===== config.mk =====
export PLATFORM = sky130hd
export DESIGN_NAME = card_detect_mount_retry_fsm
export DESIGN_NICKNAME = d
export VERILOG_FILES = /design/src/hw/rtl/cdmr_pkg.sv /design/src/hw/rtl/cdmr_step.sv /design/src/hw/rtl/card_detect_mount_retry_fsm.sv
export VERILOG_INCLUDE_DIRS = /design/src /design/src/hw/rtl
export SDC_FILE = /design/constraint.sdc
export NUM_CORES = 1
export LEC_CHECK = 0
export ABC_AREA = 1
export BUFFER_PORTS_ARGS = -buffer_cell sky130_fd_sc_hd__buf_2
export CORE_ASPECT_RATIO = 1.2
export CORE_MARGIN = 3
export CORE_UTILIZATION = 45
export CTS_CLUSTER_DIAMETER = 40
export DETAILED_ROUTE_END_ITERATION = 12
export MAX_ROUTING_LAYER = met4
export PLACE_DENSITY_LB_ADDON = 0.08
export SLEW_MARGIN = 5
export SYNTH_ARGS = -nofsm -noshare
export SYNTH_HDL_FRONTEND = slang
export SYNTH_SLANG_ARGS = --single-unit
export TNS_END_PERCENT = 30

===== constraint.sdc =====
create_clock -name i_clk -period 5.25 [get_ports i_clk]
set_clock_uncertainty 0.2 [all_clocks]
set_input_delay 1.05 -clock i_clk [delete_from_list [all_inputs] [get_ports i_clk]]
set_output_delay 1.05 -clock i_clk [all_outputs]
set_load 0.005 [all_outputs]

===== src/hw/rtl/card_detect_mount_retry_fsm_macros.svh =====
// Assertion helpers for the card detect block.
`ifndef CARD_DETECT_MOUNT_RETRY_FSM_MACROS_SVH
`define CARD_DETECT_MOUNT_RETRY_FSM_MACROS_SVH

`ifndef SYNTHESIS

`define CDMR_ASSERT_SAME(label, clk, rst_n, pre, post) \
    label: assert property (@(posedge clk) disable iff (!rst_n) (pre) |-> (post)) \
        else $error("cdmr: same-cycle check failed");

`define CDMR_ASSERT_NEXT(label, clk, rst_n, pre, post) \
    label: assert property (@(posedge clk) disable iff (!rst_n) (pre) |=> (post)) \
        else $error("cdmr: next-cycle check failed");

`else

`define CDMR_ASSERT_SAME(label, clk, rst_n, pre, post)

`define CDMR_ASSERT_NEXT(label, clk, rst_n, pre, post)

`endif

`endif


===== src/hw/rtl/cdmr_pkg.sv =====
package cdmr_pkg;

    localparam int TICK_W = 16;
    localparam int ATT_W  = 4;
    localparam int IDX_W  = 3;

    localparam logic [TICK_W-1:0] STABLE_MAX = {TICK_W{1'b1}};
    localparam logic [ATT_W-1:0]  ATT_MAX    = {ATT_W{1'b1}};

    localparam logic [TICK_W-1:0] DEBOUNCE_RST = 16'd50;
    localparam logic [TICK_W-1:0] SETTLE_RST   = 16'd500;
    localparam logic [TICK_W-1:0] RETRY_RST    = 16'd1000;
    localparam logic [ATT_W-1:0]  MAX_ATT_RST  = 4'd3;
    localparam logic [TICK_W-1:0] BACKOFF_RST  = 16'd2000;

    typedef enum logic [1:0] {
        MODE_ABSENT   = 2'd0,
        MODE_MOUNTING = 2'd1,
        MODE_READY    = 2'd2,
        MODE_ERROR    = 2'd3
    } t_mode;

    typedef enum logic [1:0] {
        ERR_NONE    = 2'd0,
        ERR_REMOVED = 2'd1,
        ERR_MOUNT   = 2'd2
    } t_err;

    typedef enum logic [IDX_W-1:0] {
        CFG_DEBOUNCE = 3'd0,
        CFG_SETTLE   = 3'd1,
        CFG_RETRY    = 3'd2,
        CFG_MAX_ATT  = 3'd3,
        CFG_BACKOFF  = 3'd4
    } t_cfg_idx;

    typedef struct packed {
        logic raw_detect;
        logic mount_ok;
    } t_in_item;

    typedef struct packed {
        logic             mount_request;
        logic             card_present;
        logic [1:0]       mount_mode;
        logic [ATT_W-1:0] attempt_count;
        logic [1:0]       error_code;
    } t_out_item;

    typedef struct packed {
        logic [TICK_W-1:0] debounce_ticks;
        logic [TICK_W-1:0] settle_ticks;
        logic [TICK_W-1:0] retry_ticks;
        logic [ATT_W-1:0]  max_attempts;
        logic [TICK_W-1:0] error_backoff_ticks;
    } t_cfg;

    typedef struct packed {
        logic              filtered;
        logic              present;
        logic [TICK_W-1:0] stable;
        t_mode             mode;
        logic [ATT_W-1:0]  attempts;
        logic [TICK_W-1:0] wait_cnt;
        t_err              err;
    } t_state;

endpackage


===== src/hw/rtl/cdmr_step.sv =====
module cdmr_step (
    input  cdmr_pkg::t_state    i_state,
    input  cdmr_pkg::t_cfg      i_cfg,
    input  cdmr_pkg::t_in_item  i_item,
    output cdmr_pkg::t_state    o_state,
    output cdmr_pkg::t_out_item o_result
);
    import cdmr_pkg::*;

    t_state s;
    logic   req;

    always_comb begin
        s   = i_state;
        req = 1'b0;

        if (s.wait_cnt != '0) begin
            s.wait_cnt = s.wait_cnt - TICK_W'(1);
        end

        // a raw change restarts the stable count
        if (i_item.raw_detect != s.filtered) begin
            s.filtered = i_item.raw_detect;
            s.stable   = '0;
        end else if (s.stable != STABLE_MAX) begin
            s.stable = s.stable + TICK_W'(1);
        end

        if (s.stable >= i_cfg.debounce_ticks && s.filtered != s.present) begin
            s.present  = s.filtered;
            s.attempts = '0;
            if (s.filtered) begin
                s.mode     = MODE_MOUNTING;
                s.wait_cnt = i_cfg.settle_ticks;
                s.err      = ERR_NONE;
            end else begin
                s.mode     = MODE_ABSENT;
                s.wait_cnt = '0;
                s.err      = ERR_REMOVED;
            end
        end

        if (s.present && s.mode != MODE_READY && s.wait_cnt == '0) begin
            req = 1'b1;
            if (s.attempts != ATT_MAX) begin
                s.attempts = s.attempts + ATT_W'(1);
            end
            if (i_item.mount_ok) begin
                s.mode     = MODE_READY;
                s.attempts = '0;
                s.err      = ERR_NONE;
            end else begin
                s.err = ERR_MOUNT;
                if (s.attempts >= i_cfg.max_attempts) begin
                    s.mode     = MODE_ERROR;
                    s.attempts = '0;
                    s.wait_cnt = i_cfg.error_backoff_ticks;
                end else begin
                    s.wait_cnt = i_cfg.retry_ticks;
                end
            end
        end
    end

    assign o_state                = s;
    assign o_result.mount_request = req;
    assign o_result.card_present  = s.present;
    assign o_result.mount_mode    = s.mode;
    assign o_result.attempt_count = s.attempts;
    assign o_result.error_code    = s.err;

endmodule


===== src/hw/rtl/card_detect_mount_retry_fsm.sv =====
// Debounced card detect with mount retry. Each transfer on the input channel is one
// millisecond tick carrying the raw detect level and the outcome a mount would give;
// each tick yields exactly one result transfer with the request flag, debounced
// presence, mount mode, failed attempt count and error code. The block takes one tick
// per clock cycle while the result output is not held. A tick is held in the input
// register, and the single-pass state update loads its result into the result register
// as the tick advances. A result that waits on the output holds the input once both
// registers are full. The configuration registers reset to debounce 50, settle 500,
// retry 1000, three attempts and backoff 2000 ticks; the user must write them only while
// no tick is in flight, and the block itself does not enforce this.
`include "card_detect_mount_retry_fsm_macros.svh"

module card_detect_mount_retry_fsm (
    input  logic                                i_clk,
    input  logic                                i_rst_n,
    input  logic                                i_cfg_we,
    input  logic [cdmr_pkg::IDX_W-1:0]          i_cfg_addr,
    input  logic [cdmr_pkg::TICK_W-1:0]         i_cfg_wdata,
    input  logic                                i_in_valid,
    output logic                                o_in_ready,
    input  cdmr_pkg::t_in_item                  i_in,
    output logic                                o_out_valid,
    input  logic                                i_out_ready,
    output cdmr_pkg::t_out_item                 o_out
);
    import cdmr_pkg::*;

    t_cfg      r_cfg;
    t_state    r_state;
    t_state    n_state;
    t_in_item  r_in;
    logic      r_in_vld;
    t_out_item r_out;
    t_out_item n_out;
    logic      r_out_vld;
    logic      advance;

    // advance the held tick whenever the result slot is free or drains this cycle
    assign advance    = r_in_vld && (!r_out_vld || i_out_ready);
    assign o_in_ready = !r_in_vld || advance;

    always_ff @(posedge i_clk) begin
        if (!i_rst_n) begin
            r_cfg.debounce_ticks      <= DEBOUNCE_RST;
            r_cfg.settle_ticks        <= SETTLE_RST;
            r_cfg.retry_ticks         <= RETRY_RST;
            r_cfg.max_attempts        <= MAX_ATT_RST;
            r_cfg.error_backoff_ticks <= BACKOFF_RST;
        end else if (i_cfg_we) begin
            case (t_cfg_idx'(i_cfg_addr))
                CFG_DEBOUNCE: r_cfg.debounce_ticks      <= i_cfg_wdata;
                CFG_SETTLE:   r_cfg.settle_ticks        <= i_cfg_wdata;
                CFG_RETRY:    r_cfg.retry_ticks         <= i_cfg_wdata;
                CFG_MAX_ATT:  r_cfg.max_attempts        <= i_cfg_wdata[ATT_W-1:0];
                CFG_BACKOFF:  r_cfg.error_backoff_ticks <= i_cfg_wdata;
                default: ;
            endcase
        end
    end

    cdmr_step u_step (
        .i_state  (r_state),
        .i_cfg    (r_cfg),
        .i_item   (r_in),
        .o_state  (n_state),
        .o_result (n_out)
    );

    always_ff @(posedge i_clk) begin
        if (!i_rst_n) begin
            r_in_vld         <= 1'b0;
            r_out_vld        <= 1'b0;
            r_state.filtered <= 1'b0;
            r_state.present  <= 1'b0;
            r_state.stable   <= '0;
            r_state.mode     <= MODE_ABSENT;
            r_state.attempts <= '0;
            r_state.wait_cnt <= '0;
            r_state.err      <= ERR_NONE;
        end else begin
            if (o_in_ready) begin
                r_in_vld <= i_in_valid;
            end
            if (advance) begin
                r_out_vld <= 1'b1;
                r_state   <= n_state;
            end else if (i_out_ready) begin
                r_out_vld <= 1'b0;
            end
        end
    end

    always_ff @(posedge i_clk) begin
        if (o_in_ready && i_in_valid) begin
            r_in <= i_in;
        end
        if (advance) begin
            r_out <= n_out;
        end
    end

    assign o_out_valid = r_out_vld;
    assign o_out       = r_out;

    `CDMR_ASSERT_SAME(a_mode_tracks_presence, i_clk, i_rst_n, o_out_valid,
        (o_out.card_present == (o_out.mount_mode != MODE_ABSENT)))
    `CDMR_ASSERT_SAME(a_request_needs_card, i_clk, i_rst_n,
        o_out_valid && o_out.mount_request, o_out.card_present)
    `CDMR_ASSERT_SAME(a_ready_clears_attempts, i_clk, i_rst_n,
        r_state.mode == MODE_READY, r_state.attempts == '0)
    `CDMR_ASSERT_NEXT(a_advance_fills_result, i_clk, i_rst_n, advance, r_out_vld)

endmodule


; Word level (Yosys, flattened, before mapping)
; Cells that the tools add are included.
; Widths: inputs -> output; s select.
[totals]
register_bits = 124
output_inout_bits = 12
word_cells = 72
in_bits = 26
[classes]
n_mux = 19
eq_ne = 9
n_reduce_logical = 18
add_sub_neg = 3
n_lt_le_gt_ge = 2
[ops]
columns = op, count
row1 = $mux 16, 5
row2 = $mux 24, 2
row3 = $mux 18, 1
row4 = $add 16x1->16 const B, 1
row5 = $ge 16x16->1, 1
row6 = $logic_not 16->1, 1
row7 = $ne 16x16->1 const B, 1
row8 = $reduce_bool 16->1, 1
row9 = $sub 16x1->16 const B, 1
row10 = $mux 6, 2
row11 = $reduce_and 2->1, 5
row12 = $mux 4, 2
row13 = $eq 3x2->1 const B, 2
row14 = $mux 1, 6
row15 = $logic_and 1x1->1, 5
row16 = $add 4x1->4 const B, 1
row17 = $ge 4x4->1, 1
row18 = $ne 4x4->1 const B, 1
row19 = $eq 3x1->1 const B, 1
row20 = $eq 3x3->1 const B, 1
row21 = $logic_not 3->1, 1
row22 = $logic_not 1->1, 2
row23 = $logic_or 1x1->1, 2
row24 = $mux 2, 1
row25 = 3 further kinds, 4

; Depth between registers and ports, before layout
[logic_depth]
ltp_word = 14
ltp_mapped = 44
mapped_depth_nobuf = 42

; Hierarchy
; A second synthesis with hierarchy kept.
[hier_totals]
hier_cells = 1164
area_unflattened_um2 = 7694.9
[by_module_without_submodules]
columns = module, instances, cells_each, area_each_um2
row1 = card_detect_mount_retry_fsm, 1, 630, 4880.9
row2 = cdmr_step, 1, 534, 2813.9

; Worst setup path after synthesis
; Ideal clock, no wire load.
[synth_timing]
path_kind = reg-to-reg
from = register r_state[24] (netlist name)
to = register r_out, in the netlist o_out[3], data pin
setup_slack_ps = -224
setup_ps = 256
arrival_ps = 5019
required_ps = 4794
path_stages_with_launch = 40
cell_sequence = dfxtp_1 > ha_1 > inv_1 > nor3_1 > inv_1 > nor2_1 > nand2_1 > nor2_1 > nand2_1 > nand3_1 > nor2_1 > or2_2 > nand3_1 > inv_1 > ha_1 > nand2_1 > o21a_1 > nand2_1 > (+4 left out) > nand2_1 > inv_1 > ha_1 > nand3_1 > inv_1 > o21ai_0 > inv_1 > ha_1 > inv_1 > nor2_1 > o211ai_1 > nand3_1 > clkbuf_1 > nor2_1 > inv_1 > nor2_1 > o21ai_1 > inv_1
[synth_lines]
columns = item, line_no
row1 = from (decl), card_detect_mount_retry_fsm.sv:29  ; t_state r_state;
row2 = from (signal assigned), card_detect_mount_retry_fsm.sv:86  ; r_state <= n_state;
row3 = to (signal assigned), card_detect_mount_retry_fsm.sv:98  ; r_out <= n_out;
row4 = to (decl), card_detect_mount_retry_fsm.sv:33  ; t_out_item r_out;

==> results_dict.tcl <==
set metrics [dict create \
    status "complete, no violations" \
    start_kind "register" \
    synthArstFlopShare_pct 0 \
    critPathCaptureType "register" \
    cts_buffer_depth 2 \
    syn_nets 1079 \
    worst_slack_ns 0.0500 \
    vdd_ir_drop_max_mv 0.206 \
    crit_arrival_ns 5.35 \
    path_class "register to register" \
    synth-main-ff-cell "dfxtp_1" \
    worstSkewPairLatency_ns 0.42 \
    grt_max_degree 86 \
    max-cap-violations 0 \
    hold_buffers 0 \
    multi_input_area_sq_mm 0.00388 \
    path_max_fanout 6 \
    setup_viol 0 \
    cts_sinks 124 \
    fin_tns_setup_ns 0 \
    finalPower_mw 4.16 \
    synth.avg_cell_area_sq_um 6.75 \
    relSlewSlack_pct 32.6 \
    antenna_found_initial 0 \
    wl_per_cell_microns 15.0 \
    period_needed_ns 5.20 \
    grt-ovfl-total 0 \
    place_area_sq_mm 0.00744 \
    worst_pin_slew_ns 1.01 \
    core_sq_mm 0.0151 \
    synth_enable_flop_cells 12 \
    ys_types 41 \
    num_vias 6585 \
    syn-cell-area_sq_mm 0.00694 \
    fmax_mhz 192 \
    path_buf_inv 8 \
    crit_required_ns 5.40 \
    ctsHtreeMaxLevel 4 \
    die_x_microns 119 \
    place_inst 1256 \
    post-place-ws_ns 0.0757 \
    wirelength_microns 19400 \
    hp-class "register to register" \
    drtAntennaViolNets 0 \
    die-area_sq_mm 0.0170 \
    cp_slowest_cell "dfxtp_2" \
    n_antenna_cell 0 \
    p_leak_nw 3.97 \
    syn_to_final_growth_pct 23.1 \
    synth-seq-cells 124 \
    fillCellCount 1490 \
    finish.instance_area_sq_mm 0.00855 \
    remaining_drc_errors 0 \
    pwr_density_cell_mw_per_mm2 486 \
    cpPeakStageDelay_ns 0.36 \
    routed_via_density 5.07 \
    cp_top_family "simple AND/OR/NAND/NOR gates" \
    start_util_pct 46.0 \
    period_share_pct 99.0 \
    drtIter0Drc 456 \
    drt_first_pass_iters 5 \
    io_buffers 37 \
    num-nets-final 1133 \
    worst_path_most_repeated_cell "inv_2" \
    drive_above_1_share_pct 19.0 \
    cts.clk_slew.worst_paths_ns 0.06 \
    cts_root_buf "clkbuf_16" \
    fin_cells 1298 \
    cts_tree "done" \
    ys.warnings.count 0 \
    die-height_microns 142 \
    rsz0062_at_grt "yes" \
    cts_made_buffers 17 \
    grt_pass1_vias 5970 \
    grt_use_total_pct 22.8 \
    globalplace.congestion 0.984 \
    hold_viol_final 0 \
    drv_slew 0 \
    seq_area_frac_synth_pct 37.5 \
    hpwl_microns 13500 \
    num_rows 49 \
    grt_first_pass_wirelength_microns 30100 \
    synthCells 1028 \
    ioPinCount 38 \
    register_area_sq_mm 0.00261 \
]
[layout make-up]
class | instances | area share, %
clock buffer | 19 | 5.07
clock inverter | 12 | 2.85
multi-input combinational | 714 | 45.5
inverter | 147 | 6.46
timing repair buffer | 78 | 6.70
tap | 204 | 2.99
sequential | 124 | 30.5
[state kept, by name, indices dropped and copies added, names as in the netlist]
signal / cells
r_in: 2
o_out_valid: 1
r_state: 42
o_out: 10
r_in_vld: 1
r_cfg: 68
[cell usage after synthesis (2+ instances only)]
cell / instances / area [sq um]
clkinv_1: 5 / 18.8
o21ai_2: 2 / 17.5
nor3_1: 9 / 45.0
a21oi_1: 83 / 415
nand2_1: 234 / 878
nand3_1: 49 / 245
nand3b_1: 2 / 15.0
a211oi_1: 4 / 30.0
nand2_2: 6 / 37.5
buf_2: 4 / 20.0
dfxtp_1: 112 / 2240
clkbuf_1: 32 / 120
edfxtp_1: 12 / 360
ha_1: 25 / 313
xnor2_1: 2 / 17.5
nand2_4: 2 / 22.5
o21a_1: 2 / 15.0
o21ai_0: 112 / 561
inv_1: 134 / 503
inv_2: 8 / 30.0
o21ai_1: 12 / 60.1
a21oi_2: 2 / 17.5
nand4_1: 21 / 131
nor2_4: 3 / 33.8
or2_2: 5 / 31.3
nand3_2: 3 / 30.0
buf_4: 4 / 30.0
a31oi_1: 2 / 12.5
xor2_1: 9 / 78.8
a21o_1: 2 / 15.0
nor2_1: 101 / 379
o211ai_1: 12 / 90.1
nor2_2: 4 / 25.0
buf_6: 2 / 22.5
[through the flow]
step	util (%)	hold slack, ns
5_1_grt	56.7	0.276
6_report	56.7	0.257
3_3_place_gp	49.3	0.239
4_1_cts	53.8	0.255
2_1_floorplan	-	0.224
3_5_place_dp	49.3	0.243
[final timing paths]
check             slack, ns   startpoint    endpoint  cells after the start
setup / recovery       0.05  r_state[25]  r_state[3]                     40
hold / removal         0.26     r_cfg[1]    r_cfg[1]                      2
setup reg to reg       0.05  r_state[25]  r_state[3]                     40
hold reg to reg        0.26     r_cfg[1]    r_cfg[1]                      2
[cell usage in the layout, fill, tap and decap left out, types with 6 or more instances in the layout]
cell / Yosys / layout
ha_4: 0 / 6
a21oi_1: 83 / 74
bufinv_16: 0 / 7
inv_1: 134 / 124
nand2_1: 234 / 221
buf_2: 4 / 37
nor2_2: 4 / 8
nand2_2: 6 / 15
o21ai_0: 112 / 85
clkbuf_16: 0 / 20
ha_1: 25 / 19
nor2_4: 3 / 6
nand3_1: 49 / 46
o211ai_1: 12 / 12
edfxtp_1: 12 / 12
buf_4: 4 / 33
inv_2: 8 / 18
o21ai_2: 2 / 9
nor2_1: 101 / 94
xor2_1: 9 / 8
o21ai_1: 12 / 32
a21oi_2: 2 / 11
dfxtp_1: 112 / 110
nand4_1: 21 / 21
[metal layers]
layer	routed length, microns	track usage [%]	up-vias
li1	-	-	3446
met1	8840	28.6	2992
met2	9640	37.2	112
met3	498	3.34	35
met4	436	8.93	0
met5	0	-	-
[logic make-up (layout without fill, tap and decap cells)]
family | after synthesis | count (layout) | share of synthesized area, %
buffers and inverters | 190 | 256 | 10.8
XOR/XNOR | 11 | 11 | 1.39
AO/OA/AOI/OAI | 234 | 234 | 17.9
flip-flops | 124 | 124 | 37.5
adder cells (fa/ha/maj) | 25 | 25 | 4.51
multiplexers | 1 | 1 | 0.144
AND/OR/NAND/NOR | 443 | 443 | 27.8
[power breakdown]
part | internal [mW] | switching [mW] | leakage, nW
Sequential | 1.03 | 0.0621 | 1.03
Clock | 0.934 | 0.429 | 0.323
Combinational | 0.592 | 1.11 | 2.62
[tightest hold or removal path, cell delays in order (launching register included)]
cell and delay (ns):
dfxtp_1 0.29, inv_1 0.06, a21oi_1 0.05
[repair_timing]
action | CTS | global route
setup buffers | 0 | 6
setup endpoints to repair | 0 | 28
resized for setup | 0 | 100
Note: power is estimated with default switching activity, not from simulation.
